===== src/design/blr_pkg.sv =====
`timescale 1ns / 1ps
// blr_pkg: types, widths and register codes of the 3x3 rgba blur
// no dependencies
package blr_pkg;

   localparam int PIX_W           = 8;
   localparam int VSUM_W          = PIX_W + 2;
   localparam int CFG_WIDTH_W     = 11;
   localparam int CFG_HEIGHT_W    = 13;
   localparam int CSR_DATA_W      = 13;
   localparam int CSR_INDEX_W     = 1;
   localparam int DEF_MAX_WIDTH   = 1024;
   localparam int DEF_MAX_HEIGHT  = 4096;

   localparam logic [CFG_WIDTH_W-1:0]  RESET_IMAGE_WIDTH  = CFG_WIDTH_W'(1024);
   localparam logic [CFG_HEIGHT_W-1:0] RESET_IMAGE_HEIGHT = CFG_HEIGHT_W'(1024);

   typedef enum logic [CSR_INDEX_W-1:0] {
      CSR_IMAGE_WIDTH  = 1'b0,
      CSR_IMAGE_HEIGHT = 1'b1
   } blr_csr_index_type;

   typedef struct packed {
      logic [PIX_W-1:0] alpha;
      logic [PIX_W-1:0] blue;
      logic [PIX_W-1:0] green;
      logic [PIX_W-1:0] red;
   } blr_pixel_type;

   typedef struct packed {
      blr_pixel_type upper;
      blr_pixel_type middle;
      blr_pixel_type lower;
   } blr_column_type;

   typedef struct packed {
      logic [VSUM_W-1:0] alpha;
      logic [VSUM_W-1:0] blue;
      logic [VSUM_W-1:0] green;
      logic [VSUM_W-1:0] red;
   } blr_vsum_type;

   // border masking of the window, set means the neighbours there are zero
   typedef struct packed {
      logic row_top;
      logic row_bottom;
      logic col_left;
      logic col_right;
   } blr_mask_type;

endpackage


===== src/design/blr_kernel.sv =====
`timescale 1ns / 1ps
// blr_kernel: horizontal 1-2-1 combine of the column sums and divide by 16
// depends on blr_pkg
module blr_kernel (
   input  blr_pkg::blr_vsum_type  vsum_left,
   input  blr_pkg::blr_vsum_type  vsum_centre,
   input  blr_pkg::blr_vsum_type  vsum_right,
   input  blr_pkg::blr_mask_type  mask,
   output blr_pkg::blr_pixel_type result
);
   import blr_pkg::*;

   localparam int SUM_W = VSUM_W + 2;

   function automatic logic [PIX_W-1:0] hsum_ch(
      input logic [VSUM_W-1:0] l,
      input logic [VSUM_W-1:0] c,
      input logic [VSUM_W-1:0] r,
      input logic              drop_l,
      input logic              drop_r
   );
      logic [SUM_W-1:0] sum;
      sum = (drop_l ? '0 : SUM_W'(l)) + (SUM_W'(c) << 1) + (drop_r ? '0 : SUM_W'(r));
      return sum[SUM_W-1:4];
   endfunction

   always_comb begin
      result.red   = hsum_ch(vsum_left.red, vsum_centre.red, vsum_right.red,
                             mask.col_left, mask.col_right);
      result.green = hsum_ch(vsum_left.green, vsum_centre.green, vsum_right.green,
                             mask.col_left, mask.col_right);
      result.blue  = hsum_ch(vsum_left.blue, vsum_centre.blue, vsum_right.blue,
                             mask.col_left, mask.col_right);
      result.alpha = hsum_ch(vsum_left.alpha, vsum_centre.alpha, vsum_right.alpha,
                             mask.col_left, mask.col_right);
   end

endmodule


===== config.mk =====
export PLATFORM = sky130hd
export DESIGN_NAME = blr_kernel
export DESIGN_NICKNAME = d
export VERILOG_FILES = /design/src/design/blr_pkg.sv /design/src/design/blr_kernel.sv
export SDC_FILE = /design/constraint.sdc
export NUM_CORES = 1
export LEC_CHECK = 0
export BUFFER_PORTS_ARGS = -buffer_cell sky130_fd_sc_hd__buf_2
export CORE_MARGIN = 2
export CORE_UTILIZATION = 35
export DETAILED_ROUTE_END_ITERATION = 10
export GPL_ROUTABILITY_DRIVEN = 0
export PLACE_DENSITY_LB_ADDON = 0.1
export SLEW_MARGIN = 15
export SYNTH_ARGS = -nofsm -noshare
export SYNTH_HDL_FRONTEND = slang
export SYNTH_SLANG_ARGS = --single-unit

===== constraint.sdc =====
create_clock -name vclk -period 4.15
set_input_delay 0.83 -clock vclk [all_inputs]
set_output_delay 0.83 -clock vclk [all_outputs]
set_load 0.02 [all_outputs]

### After elaboration in Yosys (flattened, before gate mapping)

Cells that the tools add are included.

| storage, ports and cells | value |
|---|---|
| output and inout bits | 32 |
| register bits after elaboration | 0 |
| word-level logic and storage cells | 16 |

| cells by class | value |
|---|---|
| multiplexer cells | 8 |
| add/sub/neg operators | 8 |

Operators by type and width:

| cell | count |
|---|---|
| 10-bit 2-to-1 mux | 8 |
| 10-bit by 11-bit adder with 12-bit output | 3 |
| 12-bit by 10-bit adder with 12-bit output | 3 |
| 12-bit by 11-bit adder with 12-bit output | 1 |
| 12-bit adder | 1 |

### Longest topological paths before layout

| logic depth | value |
|---|---|
| word-level depth | 3 |
| gate-level depth with buffers | 11 |

### Least setup slack after synthesis

OpenSTA, ideal clock, no wires.

| path | value |
|---|---|
| path type | input-to-output |
| start point | input mask[1] in the netlist's numbering |
| end point | output result[29] in the netlist's numbering |
| data arrival time | 3.426 ns |
| required time | 3.320 ns |
| setup slack | -0.106 ns |
| path buffers | 2 |
| cell stages on the path | 10 |
| cell sequence | clkbuf_1 > clkbuf_1 > nor2b_1 > fa_1 > ha_1 > o211ai_1 > or3_1 > o21ai_0 > a21oi_1 > xnor2_1 |

RTL lines:

| item | line | source |
|---|---|---|
| from (decl) | blr_kernel.sv:8 | `input blr_pkg::blr_mask_type mask,` |
| to (decl) | blr_kernel.sv:9 | `output blr_pkg::blr_pixel_type result` |

==> impl_metrics.yaml <==
critical_path:
  critPathLaunchType: "input port"
  crit_type: "input port to primary output"
  cp_max_fo: 6
  worstSetupEndpointType: "primary output"
  required_ns: 3.32
  arrival_ns: 3.24
finish:
  multiInputGateArea_mm2: 0.00274
  layout-drive-gt1-share: 0.469
  fill_cells: 756
  regArea_um2: 0
  fin_util: 0.549
  nFlopsAndLatches: 0
  final-instance-count-excl-fill: 610
  nNetsFinal: 706
  antenna_cells: 0
  fin_area_mm2: 0.00420
  area_delta_synth_final_pct: 53.7
  num-clock-buffers: 0
floorplan:
  num_rows: 32
  dieWidth_um: 92.3
  die_area_mm2: 0.00852
  initial_core_util: 0.357
  io_pins: 156
  fp.coreArea_mm2: 0.00765
  die_y_um: 92.3
pwr:
  power_density_mw_per_mm2: 229
  finalPower_w: 0.000962
  leakage_nw: 2.21
  ir_drop_v: 0.000170
timing:
  setup_viol: 0
  fmax_mhz: 245
  drv_slew: 0
  min_period_ns: 4.07
  worst_pin_slew_ns: 0.375
  holdWs_ns: 2.10
  final-hold-violation-count: 0
  grt_setup_unrepaired: "true"
  slew_headroom: 0.749
  post-route-period-util: 0.982
synthesis:
  synth_commonest_cells: "nor2b_1, fa_1, ha_1"
  synth_compound_area_frac: 0.192
  synth-simple-area-share: 0.261
  synth_top_family_by_area: "adder cells"
  yosysSeqAreaShare: 0
  synth_cells: 309
  synth_xor_area_frac: 0.0738
  yosys.area.top_type: "fa_1"
  synth_fa_ha_area_frac: 0.429
  syn_avg_cell_area_um2: 8.84
  yosysWarnings: 0
  synth_top_area_frac: 0.264
  syn_area_mm2: 0.00273
  yosysUniqueCellTypes: 50
  synth_fp_nets: 505
  synth.most_common_cell: "nor2b_1"
  synth_area_leaders: "fa_1, ha_1, nor2b_1, xnor2_1, xor2_1"
  synthMuxAreaShare: 0.00367
route:
  drt_iter0_drc: 52
  avgViaCountPerCell: 4.77
  postRouteAntennaNets: 0
  vias: 2908
  drc: 0
  wire_per_inst_um: 12.5
  drtPass1Iterations: 4
  routed_wl_mm: 7.63
global_routing:
  grt_pass1_wl_mm: 12.6
  grt_max_degree: 22
  grt_pass1_vias: 2918
  antenna_found_initial: 0
  overflow: 0
  grt_util_all_layers: 0.174
run_status:
  status: "finished, final reports clean"
placement:
  port_buffers: 154
  hpwl_mm: 6.61
  place_area_mm2: 0.00402
  dp_cells: 608
flow_run:
  max_cap_viol_count: 0
worst_hold_path:
  hp-class: "input port to primary output"
clock_tree:
  cts_hold_buf: 0
## where the power goes
| part | internal [W] | switching (W) | leakage (nW) |
|---|---|---|---|
| combinational | 0.000460 | 0.000502 | 2.21 |
| sequential | 0 | 0 | 0 |
| clock | 0 | 0 | 0 |
## routing by layer
| metal | vias to the layer above | track usage | share of wire |
|---|---|---|---|
| met5 | - | 0 | 0 |
| met4 | 0 | 0.00995 | 0.0071 |
| met3 | 4 | 0.0179 | 0.055 |
| met2 | 90 | 0.313 | 0.50 |
| met1 | 1341 | 0.235 | 0.44 |
| li1 | 1473 | - | - |
## path summary, 6_finish.rpt
check / start / cells after the start / slack [ns] / endpoint
max: mask[0] / 12 / 0.08 / result[21]
min: vsum_centre[9] / 4 / 2.10 / result[7]
## area by class of cell
cell class | count | area share
Timing Repair Buffer | 207 | 0.297
Inverter | 22 | 0.0197
Tap cell | 102 | 0.0304
Multi-Input combinational cell | 279 | 0.653
## per-stage QoR
stage | setup TNS, ns | worst slack (ns)
after detailed placement | -1.67 | -0.155
after floorplan | 0 | 0.0111
after global routing | -0.0367 | -0.0216
after CTS | 0 | 0.00160
after global placement | -1.04 | -0.125
final | 0 | 0.0761
## cells by family (layout without fill, tap and decap cells)
logic type	count (synthesis)	count (layout)
xor+xnor	23	23
mux	1	1
fa+ha+maj	72	72
simple gates	116	116
buf+inv	30	229
compound gates	67	67
## layout by cell type, fill, tap and decap left out, types with 2 or more instances in the layout
master / netlist / layout
a2111oi_1: 0 / 2
a2111oi_2: 0 / 2
a211oi_1: 2 / 2
a21o_1: 8 / 8
a21oi_1: 16 / 12
a21oi_2: 2 / 6
a221oi_1: 4 / 4
a31o_2: 2 / 2
a41oi_2: 1 / 2
and2_1: 3 / 3
and2b_1: 4 / 4
buf_12: 0 / 3
buf_2: 0 / 150
buf_4: 0 / 51
fa_1: 36 / 36
ha_1: 36 / 32
ha_4: 0 / 3
inv_1: 22 / 21
nand2_1: 6 / 6
nand2b_1: 15 / 13
nand2b_4: 0 / 2
nand3_1: 3 / 3
nor2_1: 7 / 7
nor2b_1: 62 / 61
nor3_1: 5 / 5
o211ai_1: 4 / 4
o21a_1: 2 / 2
o21ai_0: 6 / 5
o21bai_1: 2 / 2
or3_1: 2 / 2
xnor2_1: 12 / 11
xor2_1: 11 / 11
## repair_timing
| action | in CTS | in global routing |
|---|---|---|
| pin swaps | 0 | 7 |
| cloned | 0 | 1 |
| setup endpoints to repair | 20 | 16 |
| resized for setup | 3 | 30 |
| setup buffers | 0 | 1 |
## critical path, cell delays in order
cell and delay, ns:
buf_12 0.12, buf_12 0.13, nand2b_4 0.13, fa_1 0.49
inv_2 0.05, ha_4 0.26, or3b_4 0.40, o211ai_4 0.21
a221oi_4 0.10, o21bai_1 0.20, xor2_1 0.17, buf_4 0.16
No activity file was read; power rests on OpenSTA's default activity.
