--- config.mk ---
export PLATFORM = sky130hd
export DESIGN_NAME = blr_tap_cell
export DESIGN_NICKNAME = d
export VERILOG_FILES = /design/src/design/blr_pkg.sv /design/src/design/blr_tap_cell.sv
export SDC_FILE = /design/constraint.sdc
export NUM_CORES = 1
export LEC_CHECK = 0
export BUFFER_PORTS_ARGS = -buffer_cell sky130_fd_sc_hd__buf_2
export CAP_MARGIN = 20
export CORE_MARGIN = 5
export CORE_UTILIZATION = 54
export CTS_BUF_LIST = sky130_fd_sc_hd__clkbuf_4
export DETAILED_ROUTE_END_ITERATION = 10
export PLACE_DENSITY = 0.86
export SKIP_LAST_GASP = 1
export SYNTH_ARGS = -nofsm -noshare
export SYNTH_HDL_FRONTEND = slang
export SYNTH_SLANG_ARGS = --single-unit
--- constraint.sdc ---
create_clock -name clock -period 5.5 [get_ports clock]
set_clock_uncertainty 0.15 [all_clocks]
set_input_delay 0.55 -clock clock [delete_from_list [all_inputs] [get_ports clock]]
set_output_delay 0.55 -clock clock [all_outputs]
set_load 0.005 [all_outputs]
--- src/design/blr_pkg.sv ---
`timescale 1ns / 1ps
// blr_pkg: types, widths and register codes of the 3x3 rgba blur
// no dependencies
package blr_pkg;

   localparam int PIX_W           = 8;
   localparam int VSUM_W          = PIX_W + 2;
   localparam int CFG_WIDTH_W     = 11;
   localparam int CFG_HEIGHT_W    = 13;
   localparam int CSR_DATA_W      = 13;
   localparam int CSR_INDEX_W     = 1;
   localparam int DEF_MAX_WIDTH   = 1024;
   localparam int DEF_MAX_HEIGHT  = 4096;

   localparam logic [CFG_WIDTH_W-1:0]  RESET_IMAGE_WIDTH  = CFG_WIDTH_W'(1024);
   localparam logic [CFG_HEIGHT_W-1:0] RESET_IMAGE_HEIGHT = CFG_HEIGHT_W'(1024);

   typedef enum logic [CSR_INDEX_W-1:0] {
      CSR_IMAGE_WIDTH  = 1'b0,
      CSR_IMAGE_HEIGHT = 1'b1
   } blr_csr_index_type;

   typedef struct packed {
      logic [PIX_W-1:0] alpha;
      logic [PIX_W-1:0] blue;
      logic [PIX_W-1:0] green;
      logic [PIX_W-1:0] red;
   } blr_pixel_type;

   typedef struct packed {
      blr_pixel_type upper;
      blr_pixel_type middle;
      blr_pixel_type lower;
   } blr_column_type;

   typedef struct packed {
      logic [VSUM_W-1:0] alpha;
      logic [VSUM_W-1:0] blue;
      logic [VSUM_W-1:0] green;
      logic [VSUM_W-1:0] red;
   } blr_vsum_type;

   // border masking of the window, set means the neighbours there are zero
   typedef struct packed {
      logic row_top;
      logic row_bottom;
      logic col_left;
      logic col_right;
   } blr_mask_type;

endpackage

--- src/design/blr_tap_cell.sv ---
`timescale 1ns / 1ps
// blr_tap_cell: one window column, shifts left and gives its vertical 1-2-1 sums
// depends on blr_pkg
module blr_tap_cell (
   input  logic                    clock,
   input  logic                    reset,
   input  logic                    shift_en,
   input  blr_pkg::blr_column_type col_in,
   input  blr_pkg::blr_mask_type   mask,
   output blr_pkg::blr_column_type col_out,
   output blr_pkg::blr_vsum_type   vsum
);
   import blr_pkg::*;

   blr_column_type col_ff;

   function automatic logic [VSUM_W-1:0] vsum_ch(
      input logic [PIX_W-1:0] u,
      input logic [PIX_W-1:0] m,
      input logic [PIX_W-1:0] l,
      input logic             drop_u,
      input logic             drop_l
   );
      logic [VSUM_W-1:0] su;
      logic [VSUM_W-1:0] sl;
      su = drop_u ? '0 : VSUM_W'(u);
      sl = drop_l ? '0 : VSUM_W'(l);
      return su + (VSUM_W'(m) << 1) + sl;
   endfunction

   always_ff @(posedge clock) begin
      if (reset) begin
         col_ff <= '0;
      end else if (shift_en) begin
         col_ff <= col_in;
      end
   end

   assign col_out = col_ff;

   always_comb begin
      vsum.red   = vsum_ch(col_ff.upper.red, col_ff.middle.red, col_ff.lower.red,
                           mask.row_top, mask.row_bottom);
      vsum.green = vsum_ch(col_ff.upper.green, col_ff.middle.green, col_ff.lower.green,
                           mask.row_top, mask.row_bottom);
      vsum.blue  = vsum_ch(col_ff.upper.blue, col_ff.middle.blue, col_ff.lower.blue,
                           mask.row_top, mask.row_bottom);
      vsum.alpha = vsum_ch(col_ff.upper.alpha, col_ff.middle.alpha, col_ff.lower.alpha,
                           mask.row_top, mask.row_bottom);
   end

endmodule

### Word level (Yosys, flattened, before mapping)

Index checks and enable logic that the tools add are counted.
Widths: inputs -> output; s select.

| storage, ports and cells | value |
|---|---|
| flip-flop bits (word level) | 96 |
| input port bits | 103 |

| operators by class | value |
|---|---|
| add/subtract/negate cells | 8 |
| multiplexer cells | 8 |

Operator list:

| cell | count |
|---|---|
| $mux 8 | 8 |
| $add 10x8->10 | 4 |
| $add 8x9->10 | 4 |

### Depth between registers and ports, before layout

Gate-level depths: netlist of run 1.

| logic depth | value |
|---|---|
| word-level depth | 3 |
| mapped depth | 10 |

### Worst setup path before layout of run 1

No wires, ideal clock.

| timing path | value |
|---|---|
| path type | input -> output |
| from | input port mask[3] (netlist name) |
| to | output port vsum[9] (netlist name) |
| data arrival time | 2681 ps |
| setup slack | 2119 ps |
| stages on the path | 10 |
| path buffers | 1 |
| cell sequence | clkbuf_1 > nand2b_1 > fa_1 > inv_1 > ha_1 > fa_1 > a211oi_1 > o21bai_1 > a211oi_1 > o21bai_1 |

RTL lines:

| what | line | text |
|---|---|---|
| from (decl) | blr_tap_cell.sv:9 | `input blr_pkg::blr_mask_type mask,` |
| to (decl) | blr_tap_cell.sv:11 | `output blr_pkg::blr_vsum_type vsum` |

==> results.env, run 1 <==
CTSHTREEMAXLEVEL=3
CLOCK_SINK_COUNT=96
YS_TYPES=35
FIN_UTIL_PCT=68.4
TRITONCTS_CLOCK_TREE='yes'
SYN_INST=587
RUN_STATUS='complete, no violations'
P_SW_mW=0.466
POWER.SHARE.SEQUENTIAL_PCT=51.9
IR_DROP_mV=0.167
CORE_UM2=10300
DESIGN_POWER_TOTAL_mW=1.49
POWER_LEAKAGE_nW=3.86
MIN_PERIOD_NS=3.94
CRIT_ARRIVAL_NS=3.24
POST_CTS_RESIZED=0
FINALNONFILLERCELLS=949
NUM_VIAS=4913
REPORT.FINAL.SETUP_VIOL=0
DP_CELLS=934
GP_CONGESTION=0.866
FINAL-SEQ-AREA_UM2=1920
ROWS=37
IOS=239
SYNTH-SEQ-CELLS=96
DIE-HEIGHT_UM=113
DRT_PRE_ANTENNA_ITERS=4
RELSLEWSLACK_PCT=35.9
SYN-MEAN-INSTANCE-AREA_UM2=9.77
RATIO_OF_ROUTED_VIAS_TO_STANDARD_CELLS=5.18
HOLDCRITPATHCLASS='primary input to flip-flop'
SYN-CELL-AREA_UM2=5730
CLOCKPOWERSHARE_PCT=21.3
NUMCTSBUFFERS=9
DETAIL-ROUTE-ANTENNA-NETS=0
DIEWIDTH_UM=113
CLK_LATENCY_NS=0.45
CTS.REPAIR_TIMING.SETUP_BUFFER_COUNT=0
POWER_PER_CELL_AREA_nW_PER_UM2=211
MAXCAPVIOLATIONS=0
CP.REQUIRED_NS=4.80
FMAX_ACHIEVED_MHz=254
DIODES=0
HPWLAFTERDP_MM=11.7
SEQ_AREA_FRAC_SYNTH_PCT=33.5
WHS_NS=0.173
FLOW.AREA_GROWTH_FROM_SYNTHESIS_PCT=23.2
SETUP.WORST_PATH.END_CLASS='primary output'
GRT_SETUP_UNREPAIRED='no'
POWER_SWITCHING_SHARE_PCT=31.2
COMBINATIONALPOWERSHARE_PCT=26.9
FULL_DIE_AREA_UM2=12800
FILLERS=809
SYNTH.YOSYS.WARNINGS=0
FIN_CRIT_SH_PCT=71.6
FIN_TNS_SETUP_NS=0
START_KIND='primary input'
ROUTE.DETAILED.WL_PER_INST_UM=15.7
LARGEST_NET_DEGREE_AT_THE_START_OF_GLOBAL_ROUTING=97
NUMBER_OF_GLOBAL_ROUTE_VIAS_BEFORE_REPAIR=5278
CRITICAL_PATH.MAX_FANOUT=32
CTS_HOLD_REPAIR.BUFFERS=0
BUFFER_PORTS.INSERTED=236
MAX-CLOCK-PATH-BUFFERS=2
ANTENNA_FOUND_INITIAL=0
RATIO_OF_CELLS_WITH_DRIVE_ABOVE_1_IN_THE_FINAL_LAYOUT_PCT=31.5
STARTING_DENSITY_OF_THE_CORE_PCT=55.5
CELLINTERNALPOWER_mW=1.02
ROOT_BUFFER='sky130_fd_sc_hd__clkbuf_4'
SETUP.WORST_PATH.CLASS='primary input to primary output'
GRT_PASS1_WL_MM=24.6
TIGHTESTPINTRANSITION_NS=0.962
GLOBAL_ROUTE.USAGE.TOTAL_PCT=23.5
LARGEST_REG_FLOPS=96
DETAILED_ROUTE_WIRE_LENGTH_MM=14.9
DRCVIOLATIONCOUNT=0
FIN_NETS=980
MULTI_INPUT_AREA_UM2=3570
POSTSYNTHNETCOUNT=758
FINAL_SLEW_VIOLATIONS=0
FINAL-HOLD-VIOLATION-COUNT=0
DETAILEDROUTE.FIRSTITERATIONVIOLATIONS=150
PATH_CLK_SLEW_NS=0.14
GRT_OVERFLOW_TOTAL=0
cell type report:
type                            instances  area share [%]
Inverter                               24            1.28
Clock buffer                           10            1.06
Timing Repair Buffer                  239            17.1
Clock inverter                          5           0.354
Tap cell                              136            2.41
Sequential cell                        96            27.2
Multi-Input combinational cell        439            50.6
worst paths after layout:
kind,from,endpoint,slack [ns],depth (start not counted)
worst max register to register,col_out[41]$_SDFFE_PP0P_,col_out[41]$_SDFFE_PP0P_,4.61,2
worst min-delay path,col_in[23],col_out[23]$_SDFFE_PP0P_,0.17,3
worst max-delay path,mask[2],vsum[39],1.56,11
worst min register to register,col_out[82]$_SDFFE_PP0P_,col_out[82]$_SDFFE_PP0P_,0.38,2
synth_stat cells:
master,instances,share of area (%)
sky130_fd_sc_hd__o21bai_1,6,0.79
sky130_fd_sc_hd__nand2b_1,11,1.2
sky130_fd_sc_hd__buf_2,8,0.70
sky130_fd_sc_hd__nor2_1,99,6.5
sky130_fd_sc_hd__o21a_1,1,0.13
sky130_fd_sc_hd__nand4_1,1,0.11
sky130_fd_sc_hd__inv_1,24,1.6
sky130_fd_sc_hd__a31oi_1,1,0.11
sky130_fd_sc_hd__ha_1,36,7.9
sky130_fd_sc_hd__a311o_1,1,0.17
sky130_fd_sc_hd__a211oi_1,4,0.52
sky130_fd_sc_hd__buf_6,4,0.79
sky130_fd_sc_hd__nand3_1,4,0.35
sky130_fd_sc_hd__nor2b_1,58,6.3
sky130_fd_sc_hd__mux2i_1,98,17
sky130_fd_sc_hd__xor2_1,6,0.92
sky130_fd_sc_hd__a221oi_2,1,0.26
sky130_fd_sc_hd__a2111oi_4,1,0.48
sky130_fd_sc_hd__a221oi_1,1,0.15
sky130_fd_sc_hd__xnor2_1,14,2.1
sky130_fd_sc_hd__nor4_1,3,0.33
sky130_fd_sc_hd__buf_4,1,0.13
sky130_fd_sc_hd__a21o_1,6,0.79
sky130_fd_sc_hd__fa_1,32,11
sky130_fd_sc_hd__o21ai_0,11,0.96
sky130_fd_sc_hd__o221a_2,1,0.20
sky130_fd_sc_hd__nor3_1,5,0.44
sky130_fd_sc_hd__nand3b_1,1,0.13
sky130_fd_sc_hd__nand2_1,10,0.65
sky130_fd_sc_hd__nor2_2,1,0.11
sky130_fd_sc_hd__dfxtp_1,96,34
sky130_fd_sc_hd__nor3b_1,1,0.13
sky130_fd_sc_hd__o211ai_1,3,0.39
sky130_fd_sc_hd__clkbuf_1,15,0.98
sky130_fd_sc_hd__a21oi_1,22,1.9
cells by family (layout without fill, tap and decap cells):
kind of cell	after synthesis	count (layout)	synth area share, %
compound gates	59	59	6.87
xor+xnor	20	20	3.05
fa+ha+maj	68	68	19.0
buf+inv	52	278	4.17
flops	96	96	33.5
mux	98	98	17.1
simple gates	194	194	16.3
cells in the final DEF, fill, tap and decap left out, drive strengths merged, types with 14 or more instances in the layout:
cell type / synthesis / final
mux2i: 98 / 98
xnor2: 14 / 14
nor2b: 58 / 58
nor2: 100 / 100
fa: 32 / 32
a21oi: 22 / 22
ha: 36 / 36
inv: 24 / 24
dfxtp: 96 / 96
buf: 13 / 239
per-stage QoR:
stage | cell area (um2) | setup slack (ns)
global placement | 6960 | 1.62
global route | 7060 | 1.40
CTS | 7060 | 1.55
floorplan | 5730 | 2.12
detailed placement | 6960 | 1.57
finish | 7060 | 1.56
routing by layer:
metal / track usage, % / share of wire (%)
met5: 0 / 0
met4: 10.4 / 2.7
met3: 5.67 / 7.7
met2: 41.6 / 51
met1: 26.8 / 39
worst max-delay path: stages:
cell	delay, ns
sky130_fd_sc_hd__buf_2	0.33
sky130_fd_sc_hd__nand2b_1	0.27
sky130_fd_sc_hd__fa_1	0.52
sky130_fd_sc_hd__inv_1	0.05
sky130_fd_sc_hd__ha_1	0.22
sky130_fd_sc_hd__fa_1	0.43
sky130_fd_sc_hd__a211oi_1	0.23
sky130_fd_sc_hd__o21bai_1	0.13
sky130_fd_sc_hd__a211oi_1	0.26
sky130_fd_sc_hd__o21bai_1	0.11
sky130_fd_sc_hd__buf_2	0.14
power groups by stage:
stage	sequential [mW]	clock (mW)	combinational (mW)
6_report	0.773	0.317	0.400
5_1_grt	0.781	0.361	0.449
4_1_cts	0.774	0.331	0.403
3_5_place_dp	0.789	0	0.401
3_3_place_gp	0.786	0	0.384
2_1_floorplan	0.786	0	0.235
Power figures use the tool's default switching activity.
==> inputs of run 2 (changes only) <==
- CORE_UTILIZATION: 54 -> 50
- PLACE_DENSITY: 0.86 -> 0.8
- clock period: 5.5 -> 4 ns (I/O delays scaled with it)
==> results.env, run 2 (synthesized netlist as in run 1, its figures left out) <==
ROOT_BUFFER='sky130_fd_sc_hd__clkbuf_4'
ROWS=39  # +5.4%
DETAILED_ROUTE_WIRE_LENGTH_MM=16.5  # +11%
P_SW_mW=0.692  # +48%
SETUP_SLACK_NS=0.327  # -1.24 ns
DIODES=0  # unchanged
CP.REQUIRED_NS=3.45  # -1.35 ns
CRITPATHSLOWESTCELL='sky130_fd_sc_hd__fa_1'
DRT_PRE_ANTENNA_ITERS=5  # +1
PLACE_WS_NS=0.399  # -1.18 ns
MIN_PERIOD_NS=3.67
DETAIL-ROUTE-ANTENNA-NETS=0  # unchanged
RUN_STATUS='complete, no violations'
REGTOREGSTARTPOINT='col_out[53]$_SDFFE_PP0P_'
FULL_DIE_AREA_UM2=13700  # +7.3%
START_KIND='flip-flop'
REPORT.FINAL.SETUP_VIOL=0  # unchanged
NUM_VIAS=5255  # +7.0%
LAYOUT.CELLS.MOST_COMMON='sky130_fd_sc_hd__buf_2'
POWER_LEAKAGE_nW=4.17  # +8.1%
SETUP.WORST_PATH.CLASS='flip-flop to primary output'
FIN_CRIT_SH_PCT=91.8
GRT_PASS1_WL_MM=26.3  # +7.1%
POWER.SHARE.SEQUENTIAL_PCT=46.9  # -5.0 points
WORSTPATHCELLLIST='inv_1 > fa_1 > inv_1 > ha_1 > fa_1 > a211oi_1 > o21bai_1 > a21oi_1 > xnor2_1 > buf_2'
POWER_SWITCHING_SHARE_PCT=30.4  # -0.81 points
ROUTE.DETAILED.WL_PER_INST_UM=16.1  # +2.6%
FINAL-HOLD-VIOLATION-COUNT=0  # unchanged
ANTENNA_FOUND_INITIAL=0  # unchanged
FMAX_ACHIEVED_MHz=272
DIEWIDTH_UM=117  # +3.6%
RELSLEWSLACK_PCT=34.8  # -1.1 points
NUMCTSBUFFERS=9  # unchanged
LAYOUT_COMMON_CELLS='235 x sky130_fd_sc_hd__buf_2, 99 x sky130_fd_sc_hd__nor2_1, 98 x sky130_fd_sc_hd__mux2i_1'
CRITICAL_PATH.MAX_FANOUT=3  # -91%
BUFFER_PORTS.INSERTED=236  # unchanged
DIE-HEIGHT_UM=117  # +3.6%
FIN_TNS_SETUP_NS=0  # unchanged
POST_CTS_RESIZED=0  # unchanged
CRITPATHLAUNCH='col_out[32]$_SDFFE_PP0P_'
FLOW.AREA_GROWTH_FROM_SYNTHESIS_PCT=36.2
IR_DROP_mV=0.227  # +36%
GRT_SETUP_UNREPAIRED='no'
GP_CONGESTION=0.817  # -5.7%
MAXCAPVIOLATIONS=0  # unchanged
DETAILEDROUTE.FIRSTITERATIONVIOLATIONS=195  # +30%
DP_CELLS=944  # +1.1%
SETUP.WORST_PATH.END_CLASS='primary output'
CRIT_ARRIVAL_NS=3.12  # -0.12 ns
MAX-CLOCK-PATH-BUFFERS=2  # unchanged
COMBINATIONALPOWERSHARE_PCT=26.8  # about the same
DRCVIOLATIONCOUNT=0  # unchanged
CLK_LATENCY_NS=0.47  # +0.02 ns
CORE_UM2=11300  # +9.7%
FIN_UTIL_PCT=69.0  # +0.56 points
NUMBER_OF_GLOBAL_ROUTE_VIAS_BEFORE_REPAIR=5510  # +4.4%
LARGEST_NET_DEGREE_AT_THE_START_OF_GLOBAL_ROUTING=54  # -44%
FIN_NETS=1047  # +6.8%
PATH_CLK_SLEW_NS=0.16  # +0.02 ns
FINAL_SLEW_VIOLATIONS=0  # unchanged
CELLINTERNALPOWER_mW=1.58  # +54%
POWER_PER_CELL_AREA_nW_PER_UM2=291  # +38%
RATIO_OF_CELLS_WITH_DRIVE_ABOVE_1_IN_THE_FINAL_LAYOUT_PCT=29.6  # -1.9 points
RATIO_OF_ROUTED_VIAS_TO_STANDARD_CELLS=5.13  # -0.87%
GLOBAL_ROUTE.USAGE.TOTAL_PCT=24.4  # +0.94 points
TIGHTESTPINTRANSITION_NS=0.978  # +0.0160 ns
GRT_OVERFLOW_TOTAL=0  # unchanged
FINALNONFILLERCELLS=1024  # +7.9%
IOS=239  # unchanged
CLOCK_SINK_COUNT=96  # unchanged
HOLDCRITPATHCLASS='primary input to flip-flop'
HPWLAFTERDP_MM=12.1  # +2.7%
CLOCKPOWERSHARE_PCT=26.3  # +5.0 points
MIN-DELAY-START='col_in[5]'
CTSHTREEMAXLEVEL=3  # unchanged
LARGEST_REG_FLOPS=96  # unchanged
SLOWEST_DELAY_NS=0.53  # about the same
TRITONCTS_CLOCK_TREE='yes'
STARTING_DENSITY_OF_THE_CORE_PCT=50.7  # -4.9 points
==> run 2: cell count changes in the layout (fill, tap and decap cells not counted), sizes merged <==
cell         change
dlygate4sd3     +64
clkinv           -1
clkbuf           -1
buf              +3
bufinv           +2
inv              +1
==> run 2: what timing repair did <==
item / 4_1_cts / 5_1_grt
endpoints found under the hold margin: 64 / 0
hold buffers: 64 / 0
buffers inserted: 0 / 0
==> run 2: layout make-up <==
type | instances | area, um2
clock buffers | 9 | 67.6
well taps | 143 | 179
inverters | 24 | 90.1
repair buffers | 306 | 1880
clock inverters | 7 | 93.8
flip-flops and latches | 96 | 1920
multi-input cells | 439 | 3570
fillers | 821 | 3510
==> run 2: layer usage <==
| layer | vias to the layer above | part of all wire (%) | track usage (%) | wire [um] |
|---|---|---|---|---|
| met3 | 34 | 8.4 | 7.15 | 1390 |
| met2 | 207 | 50 | 42.7 | 8240 |
| li1 | 2544 | - | - | - |
| met5 | - | 0 | 0 | 0 |
| met1 | 2470 | 39 | 27.8 | 6400 |
| met4 | 0 | 2.7 | 10.2 | 437 |
==> run 2: path summary, 6_finish.rpt <==
check	endpoint	cells past startpoint	slack (ns)
worst max-delay path	vsum[7]	10	0.33
worst min-delay path	col_out[5]$_SDFFE_PP0P_	3	0.03
worst max register to register	col_out[53]$_SDFFE_PP0P_	2	3.09
worst min register to register	col_out[66]$_SDFFE_PP0P_	2	0.39
==> run 2: power groups by stage <==
stage,clock network (mW),registers [mW],logic (mW)
after floorplan,0,1.08,0.323
after global placement,0,1.08,0.533
after detailed placement,0,1.09,0.555
after CTS,0.614,1.07,0.606
after global routing,0.658,1.07,0.679
final,0.598,1.07,0.609
==> run 2: per-stage QoR <==
step	power [mW]	hold slack [ns]	cell area [um2]
final	2.27	0.0278	7810
after global routing	2.41	0.00258	7810
after CTS	2.29	0.000392	7810
after detailed placement	1.64	0.352	7010
after global placement	1.62	0.340	7010
after floorplan	1.40	0.350	5730
==> run 2: worst max-delay path: cells and delay by family, from the launching register on <==
| kind | cells | cell delay [ns] |
|---|---|---|
| flip-flops | 1 | 0.40 |
| adder cells (fa/ha/maj) | 3 | 1.18 |
| XOR/XNOR | 1 | 0.15 |
| buffers and inverters | 3 | 0.26 |
| AO/OA/AOI/OAI | 3 | 0.65 |
